File: config.mk
export PLATFORM = sky130hd
export DESIGN_NAME = ipv4_header_receive_check_core
export DESIGN_NICKNAME = d
export VERILOG_FILES = /design/src/rtl/core/ipv4rc_pkg.sv /design/src/rtl/core/ipv4_header_receive_check_core.sv
export SDC_FILE = /design/constraint.sdc
export NUM_CORES = 1
export LEC_CHECK = 0
export ABC_AREA = 1
export ABC_CLOCK_PERIOD_IN_PS = 8800
export BUFFER_PORTS_ARGS = -buffer_cell sky130_fd_sc_hd__buf_2
export CAP_MARGIN = 20
export CORE_AREA = 10 10 162 164
export CTS_CLUSTER_SIZE = 25
export DETAILED_ROUTE_END_ITERATION = 10
export DIE_AREA = 0 0 172 174
export GPL_TIMING_DRIVEN = 0
export PLACE_DENSITY = 0.78
export SLEW_MARGIN = 15
export SYNTH_ARGS = -nofsm -noshare
export SYNTH_HDL_FRONTEND = slang
export SYNTH_SLANG_ARGS = --single-unit
export TNS_END_PERCENT = 100
File: constraint.sdc
create_clock -name clk -period 8.8 [get_ports clk]
set_input_delay 1.32 -clock clk [delete_from_list [all_inputs] [get_ports clk]]
set_output_delay 1.32 -clock clk [all_outputs]
set_load 0.01 [all_outputs]
File: src/rtl/core/ipv4rc_pkg.sv
package ipv4rc_pkg;

    localparam int unsigned DataWidth     = 8;
    localparam int unsigned AddrWidth     = 32;
    localparam int unsigned CountWidth    = 6;
    localparam int unsigned SumWidth      = 21;
    localparam int unsigned ResultBits    = 65;
    localparam int unsigned ResultWidth   = 72;

    localparam logic [CountWidth-1:0] CountMax     = 6'd63;
    localparam logic [CountWidth-1:0] MinHeader    = 6'd20;
    localparam logic [3:0]            IpVersion    = 4'd4;

    localparam logic [CountWidth-1:0] PosTotalHi   = 6'd2;
    localparam logic [CountWidth-1:0] PosTotalLo   = 6'd3;
    localparam logic [CountWidth-1:0] PosProtocol  = 6'd9;
    localparam logic [CountWidth-1:0] PosSumHi     = 6'd10;
    localparam logic [CountWidth-1:0] PosSumLo     = 6'd11;
    localparam logic [CountWidth-1:0] PosSrcFirst  = 6'd12;
    localparam logic [CountWidth-1:0] PosSrcLast   = 6'd15;
    localparam logic [CountWidth-1:0] PosDstFirst  = 6'd16;
    localparam logic [CountWidth-1:0] PosDstLast   = 6'd19;

    localparam logic [7:0] ProtoIcmp = 8'd1;
    localparam logic [7:0] ProtoTcp  = 8'd6;
    localparam logic [7:0] ProtoUdp  = 8'd17;

    typedef enum logic [2:0] {
        STATUS_ICMP      = 3'd0,
        STATUS_UDP       = 3'd1,
        STATUS_TCP       = 3'd2,
        STATUS_SHORT     = 3'd3,
        STATUS_BAD_HDR   = 3'd4,
        STATUS_BAD_SUM   = 3'd5,
        STATUS_NOT_OURS  = 3'd6,
        STATUS_UNKNOWN   = 3'd7
    } status_t;

endpackage

File: src/rtl/core/ipv4_header_receive_check_core.sv
// IPv4 header receive check.
// The slave stream carries a packet one byte per item in s_tdata, header first in
// network order, with s_tlast set on the final byte. Each byte updates a byte counter,
// the latched header fields and a running sum of the header words. On the final byte
// one verdict item leaves on the master stream: status, protocol number, source
// address, payload length and header length in bytes.
// The local address is written through cfg_we and cfg_wdata; the user must do so only
// while the block is idle, which the block itself does not enforce. An accepted byte is
// held in an input register and then folded into the packet state; a final byte loads
// the verdict register, which drives m_tvalid. One byte is taken every cycle while
// s_tready is high. When the receiver stalls, the verdict waits in its register; bytes
// of the next packet are still taken, and only a final byte waiting behind an untaken
// verdict holds the input register and lowers s_tready.
// Reset clears the local address, the packet state and both valid flags.
module ipv4_header_receive_check_core
    import ipv4rc_pkg::*;
(
    input  logic                   clk,
    input  logic                   rst_n,
    input  logic                   s_tvalid,
    output logic                   s_tready,
    input  logic [DataWidth-1:0]   s_tdata,   // data_byte
    input  logic                   s_tlast,   // last_byte
    output logic                   m_tvalid,
    input  logic                   m_tready,
    // status [2:0], protocol_number [10:3], source_address [42:11],
    // payload_length [58:43], header_bytes [64:59], zero fill above
    output logic [ResultWidth-1:0] m_tdata,
    input  logic                   cfg_we,
    input  logic [AddrWidth-1:0]   cfg_wdata
);

    logic                  in_valid_reg;
    logic [DataWidth-1:0]  in_data_reg;
    logic                  in_last_reg;
    logic                  advance;

    logic [AddrWidth-1:0]  local_address_reg;

    logic [CountWidth-1:0] byte_count_reg, byte_count_next;
    logic [SumWidth-1:0]   word_sum_reg, word_sum_next;
    logic [7:0]            high_byte_hold_reg, high_byte_hold_next;
    logic [7:0]            version_and_length_reg, version_and_length_next;
    logic [15:0]           total_length_reg, total_length_next;
    logic [7:0]            protocol_reg, protocol_next;
    logic [15:0]           stored_sum_reg, stored_sum_next;
    logic [31:0]           source_reg, source_next;
    logic [31:0]           destination_reg, destination_next;

    logic                  out_valid_reg;
    logic [ResultWidth-1:0] out_data_reg;

    logic [CountWidth-1:0] pos;
    logic [7:0]            vl_cur;
    logic [CountWidth-1:0] hdr_len_cur;
    logic [CountWidth-1:0] header_bytes;
    logic [3:0]            version;
    logic [16:0]           fold_one;
    logic [16:0]           fold_two;
    logic [15:0]           calc_sum;
    status_t               status;
    logic [15:0]           payload_length;

    assign advance  = in_valid_reg && (!in_last_reg || !out_valid_reg || m_tready);
    assign s_tready = !in_valid_reg || advance;
    assign m_tvalid = out_valid_reg;
    assign m_tdata  = out_data_reg;

    assign pos         = byte_count_reg;
    assign vl_cur      = (pos == '0) ? in_data_reg : version_and_length_reg;
    assign hdr_len_cur = {vl_cur[3:0], 2'b00};

    always_comb
    begin
        byte_count_next         = byte_count_reg;
        word_sum_next           = word_sum_reg;
        high_byte_hold_next     = high_byte_hold_reg;
        version_and_length_next = version_and_length_reg;
        total_length_next       = total_length_reg;
        protocol_next           = protocol_reg;
        stored_sum_next         = stored_sum_reg;
        source_next             = source_reg;
        destination_next        = destination_reg;
        if (pos != CountMax)
        begin
            version_and_length_next = vl_cur;
            if (pos < hdr_len_cur)
            begin
                if (!pos[0])
                begin
                    high_byte_hold_next = in_data_reg;
                end
                else if (pos != PosSumLo)
                begin
                    word_sum_next = word_sum_reg
                                  + {5'd0, high_byte_hold_reg, in_data_reg};
                end
            end
            if (pos == PosTotalHi || pos == PosTotalLo)
            begin
                total_length_next = {total_length_reg[7:0], in_data_reg};
            end
            else if (pos == PosProtocol)
            begin
                protocol_next = in_data_reg;
            end
            else if (pos == PosSumHi || pos == PosSumLo)
            begin
                stored_sum_next = {stored_sum_reg[7:0], in_data_reg};
            end
            else if (pos >= PosSrcFirst && pos <= PosSrcLast)
            begin
                source_next = {source_reg[23:0], in_data_reg};
            end
            else if (pos >= PosDstFirst && pos <= PosDstLast)
            begin
                destination_next = {destination_reg[23:0], in_data_reg};
            end
            byte_count_next = pos + 6'd1;
        end
    end

    assign header_bytes   = {version_and_length_next[3:0], 2'b00};
    assign version        = version_and_length_next[7:4];
    assign fold_one       = {1'b0, word_sum_next[15:0]} + {12'd0, word_sum_next[20:16]};
    assign fold_two       = {1'b0, fold_one[15:0]} + {16'd0, fold_one[16]};
    assign calc_sum       = ~fold_two[15:0];
    assign payload_length = total_length_next - {10'd0, header_bytes};

    always_comb
    begin
        if (byte_count_next < MinHeader || byte_count_next < header_bytes)
        begin
            status = STATUS_SHORT;
        end
        else if (version != IpVersion || header_bytes < MinHeader)
        begin
            status = STATUS_BAD_HDR;
        end
        else if (calc_sum != stored_sum_next)
        begin
            status = STATUS_BAD_SUM;
        end
        else if (destination_next != local_address_reg)
        begin
            status = STATUS_NOT_OURS;
        end
        else
        begin
            case (protocol_next)
                ProtoIcmp: status = STATUS_ICMP;
                ProtoUdp:  status = STATUS_UDP;
                ProtoTcp:  status = STATUS_TCP;
                default:   status = STATUS_UNKNOWN;
            endcase
        end
    end

    always_ff @(posedge clk or negedge rst_n)
    begin
        if (!rst_n)
        begin
            in_valid_reg <= 1'b0;
            in_last_reg  <= 1'b0;
        end
        else if (s_tready)
        begin
            in_valid_reg <= s_tvalid;
            in_last_reg  <= s_tlast;
        end
    end

    always_ff @(posedge clk)
    begin
        if (s_tready)
        begin
            in_data_reg <= s_tdata;
        end
    end

    always_ff @(posedge clk or negedge rst_n)
    begin
        if (!rst_n)
        begin
            local_address_reg <= '0;
        end
        else if (cfg_we)
        begin
            local_address_reg <= cfg_wdata;
        end
    end

    always_ff @(posedge clk or negedge rst_n)
    begin
        if (!rst_n)
        begin
            byte_count_reg         <= '0;
            word_sum_reg           <= '0;
            high_byte_hold_reg     <= '0;
            version_and_length_reg <= '0;
            total_length_reg       <= '0;
            protocol_reg           <= '0;
            stored_sum_reg         <= '0;
            source_reg             <= '0;
            destination_reg        <= '0;
        end
        else if (advance)
        begin
            if (in_last_reg)
            begin
                byte_count_reg         <= '0;
                word_sum_reg           <= '0;
                high_byte_hold_reg     <= '0;
                version_and_length_reg <= '0;
                total_length_reg       <= '0;
                protocol_reg           <= '0;
                stored_sum_reg         <= '0;
                source_reg             <= '0;
                destination_reg        <= '0;
            end
            else
            begin
                byte_count_reg         <= byte_count_next;
                word_sum_reg           <= word_sum_next;
                high_byte_hold_reg     <= high_byte_hold_next;
                version_and_length_reg <= version_and_length_next;
                total_length_reg       <= total_length_next;
                protocol_reg           <= protocol_next;
                stored_sum_reg         <= stored_sum_next;
                source_reg             <= source_next;
                destination_reg        <= destination_next;
            end
        end
    end

    always_ff @(posedge clk or negedge rst_n)
    begin
        if (!rst_n)
        begin
            out_valid_reg <= 1'b0;
        end
        else if (advance && in_last_reg)
        begin
            out_valid_reg <= 1'b1;
        end
        else if (m_tready)
        begin
            out_valid_reg <= 1'b0;
        end
    end

    always_ff @(posedge clk)
    begin
        if (advance && in_last_reg)
        begin
            out_data_reg <= {{(ResultWidth - ResultBits){1'b0}}, header_bytes,
                             payload_length, source_next, protocol_next, status};
        end
    end

`ifndef SYNTHESIS
    a_clear_state: assert property (@(posedge clk) disable iff (!rst_n)
        byte_count_reg == '0 |-> word_sum_reg == '0 && source_reg == '0
                                 && destination_reg == '0)
        else $error("packet state not cleared at the start of a packet");

    a_verdict_source: assert property (@(posedge clk) disable iff (!rst_n)
        $rose(m_tvalid) |-> $past(in_valid_reg && in_last_reg))
        else $error("verdict raised without a final byte");

    a_stall_cause: assert property (@(posedge clk) disable iff (!rst_n)
        !s_tready |-> in_valid_reg && in_last_reg && out_valid_reg && !m_tready)
        else $error("input stalled without a waiting verdict");

    a_header_checked: assert property (@(posedge clk) disable iff (!rst_n)
        m_tvalid && (m_tdata[2:0] == STATUS_ICMP || m_tdata[2:0] == STATUS_UDP
                     || m_tdata[2:0] == STATUS_TCP || m_tdata[2:0] == STATUS_UNKNOWN)
        |-> m_tdata[64:59] >= MinHeader)
        else $error("accepted packet with a header shorter than the minimum");
`endif

endmodule
==> flow_metrics.tcl <==
set metrics [dict create \
    status "completed" \
    crit_family "simple AND/OR/NAND/NOR gates" \
    use_met2_pct 38.22 \
    min_from "total_length_reg[15]" \
    p_clk_share_pct 33.9 \
    relSlewSlack_pct 43.62 \
    dr.pass1.iters 5 \
    layout-drive-gt1-share_pct 12.31 \
    fillerInstances 1878 \
    synth_edf_count 71 \
    cts.htree.levels 1 \
    swShare_pct 31.45 \
    p_seq_share_pct 41.2 \
    cts.path.max_buffers 3 \
    clk_latency_ps 530 \
    grt_usage_pct 23.02 \
    routedWlPerCell_um 16.70 \
    synth-xor-area-share_pct 4.148 \
    syn_to_final_growth_pct 14.19 \
    gp_congestion 0.8982 \
    skew_ps 8.634 \
    clkSinkCount 253 \
    p_leak_uw 0.008047 \
    min_period_ps 7941 \
    dr.first_iter.drc_count 983 \
    core-area_um2 23120 \
    grtUsageMet1_pct 29.34 \
    final_nets 1862 \
    synth_top_cell_area_share_pct 33.41 \
    critPathSlowestCell "nor4_1" \
    power.density_nw_per_um2 218.9 \
    drcViolationCount 0 \
    setup_tns_ps 0 \
    async_flop_share_pct 71.94 \
    synth-seq-cells 253 \
    slew_violations 0 \
    end_kind "flop" \
    vias 11500 \
    criticalPathCategory "flop to flop" \
    critPathLaunch "byte_count_reg[0]" \
    hold_path_class "flop to flop" \
    die_height_um 174 \
    rsz0062_at_grt "no" \
    layout_worst_path_cycle_share_pct 90.23 \
    synth-adder-area-share_pct 3.836 \
    ys.warnings.count 0 \
    totalPowerFinal_uw 3408 \
    io_buffers 109 \
    synth_area_um2 13630 \
    crit_path_max_incr_delay_ps 460 \
    synth_top_family_by_area "simple AND/OR/NAND/NOR gates" \
    hold_viol_final 0 \
    met3_usage_pct 2.855 \
    muxShareOfSynthArea_pct 0.8260 \
    numCtsBuffers 26 \
    cts_tree "done" \
    worstMarginPinSlew_ps 843.5 \
    ant_nets 0 \
    postCtsSetupBuffers 0 \
    grt-busiest-layer "met2" \
    vias_per_cell 5.512 \
    ir_worst_vdd_mv 0.1779 \
    ys_top_cells_by_count "nand2_1, inv_1, o21ai_0" \
    antenna_found_initial 0 \
    p_int_uw 2336 \
    path_clk_slew_ps 60 \
    grt_max_degree 67 \
    ys.flop_type "dfrtp_1" \
    p_sw_uw 1072 \
    worstPathRequired_ps 9090 \
    start_util_pct 58.96 \
    worstPathMaxFanout 10 \
    ys_types 49 \
    dieWidth_um 172 \
    grt_pass1_vias 11180 \
    wl_um 34860 \
    syn_inst 1629 \
    grt_overflow_total 0 \
    synth.area.top_cells "dfrtp_1, edfxtp_1, nand2_1, inv_1, o21ai_0" \
    avgSynthCellArea_um2 8.369 \
    crit_buf_inv 6 \
    rows 56 \
    synth_largest_area_cell "dfrtp_1" \
    dp_hpwl_um 25740 \
    yosysMostFrequentCell "nand2_1" \
    synthSimpleGateAreaFrac_pct 18.22 \
    synth_compound_area_share_pct 13.66 \
    max_cap_viol_count 0 \
    r2r_start "byte_count_reg[0]" \
    largest_reg_flops 63 \
    crit_path_frequent_cell "nand2_1" \
    clock.fmax_mhz 125.9 \
    startpoint_type "flop" \
    grt_pass1_wl_um 55880 \
    die_area_um2 29930 \
    cts-root-buf "clkbuf_16" \
    arrival_ps 8230 \
    setup_viol 0 \
    ys_seq_area_share_pct 49.05 \
    power_frac_comb_pct 25.0 \
    io_pins 120 \
]
## what timing repair did
item	4_1_cts	5_1_grt
endpoints found under the setup margin	0	3
hold buffers	0	0
resized for setup	0	3
## routing by layer
layer	share of wire [%]	vias up
li1	-	5620
met1	41	5382
met2	47	410
met3	7.2	92
met4	4.4	0
met5	0	-
## power by group through the flow
stage                     sequential [uW]  clock, uW  combinational, uW
after global placement               1420          0                806
after floorplan                      1430          0                584
after CTS                            1400       1160                845
after global routing                 1410       1210                964
final                                1400       1150                850
after detailed placement             1420          0                839
## worst paths after layout
check	to	slack [ps]	depth (start not counted)
setup / recovery	m_tdata[2]	860	39
hold / removal	total_length_reg[15]	480	2
setup reg to reg	m_tdata[2]	860	39
hold reg to reg	total_length_reg[15]	480	2
max in group asynchronous	total_length_reg[14]	7400	2
min in group asynchronous	destination_reg[17]	710	1
## cell usage in the layout, fill, tap and decap left out, types with 37 or more instances in the layout
cell type  instances
edfxtp_1          71
dfrtp_1          182
buf_2            108
nand2_1          373
nor2_1            53
nand3_1           57
clkbuf_1          61
ha_1              37
xor2_1            56
inv_1            286
o22ai_1          115
o21ai_0          182
## worst register-to-register path: cells and delay by family (launching register included)
kind	cells	cell delay, ps
simple gates	24	3550
xor+xnor	1	190
buf+inv	6	1210
fa+ha+maj	5	1440
flops	1	430
compound gates	3	880
## cells by family (layout without fill, tap and decap cells)
group,Yosys count,count (layout)
buffers and inverters,361,520
xor gates and xnor gates,63,63
muxes,10,10
DFF,253,253
other,1,10
adders and majority gates,40,40
and+or+nand+nor,566,566
AOI/OAI and AO/OA,335,335
## per-stage QoR
stage,hold WS (ps),instance area [um^2],utilization (%),cells,worst slack (ps)
after floorplan,447.9,13660,-,1637,2169
after global placement,466.1,14570,63.02,2036,644.3
after detailed placement,474.0,14650,63.37,2038,488.2
after CTS,489.2,15550,67.27,2086,396.4
after global routing,516.4,15560,67.32,2086,98.17
final,484.3,15570,67.33,2087,859.5
## final cells by class
class                           instances  area (um^2)  area share, %
Buffer                                 66        289.0          1.857
Multi-Input combinational cell       1023         5604          36.00
Sequential cell                       253         6686          42.95
Clock inverter                          8        117.6         0.7555
Tap cell                              290        362.8          2.331
Timing Repair Buffer                  111        610.6          3.922
Clock buffer                           40        784.5          5.039
Antenna cell                            1        2.502        0.01607
Inverter                              295         1110          7.129
Note: power is estimated with default switching activity, not from simulation.
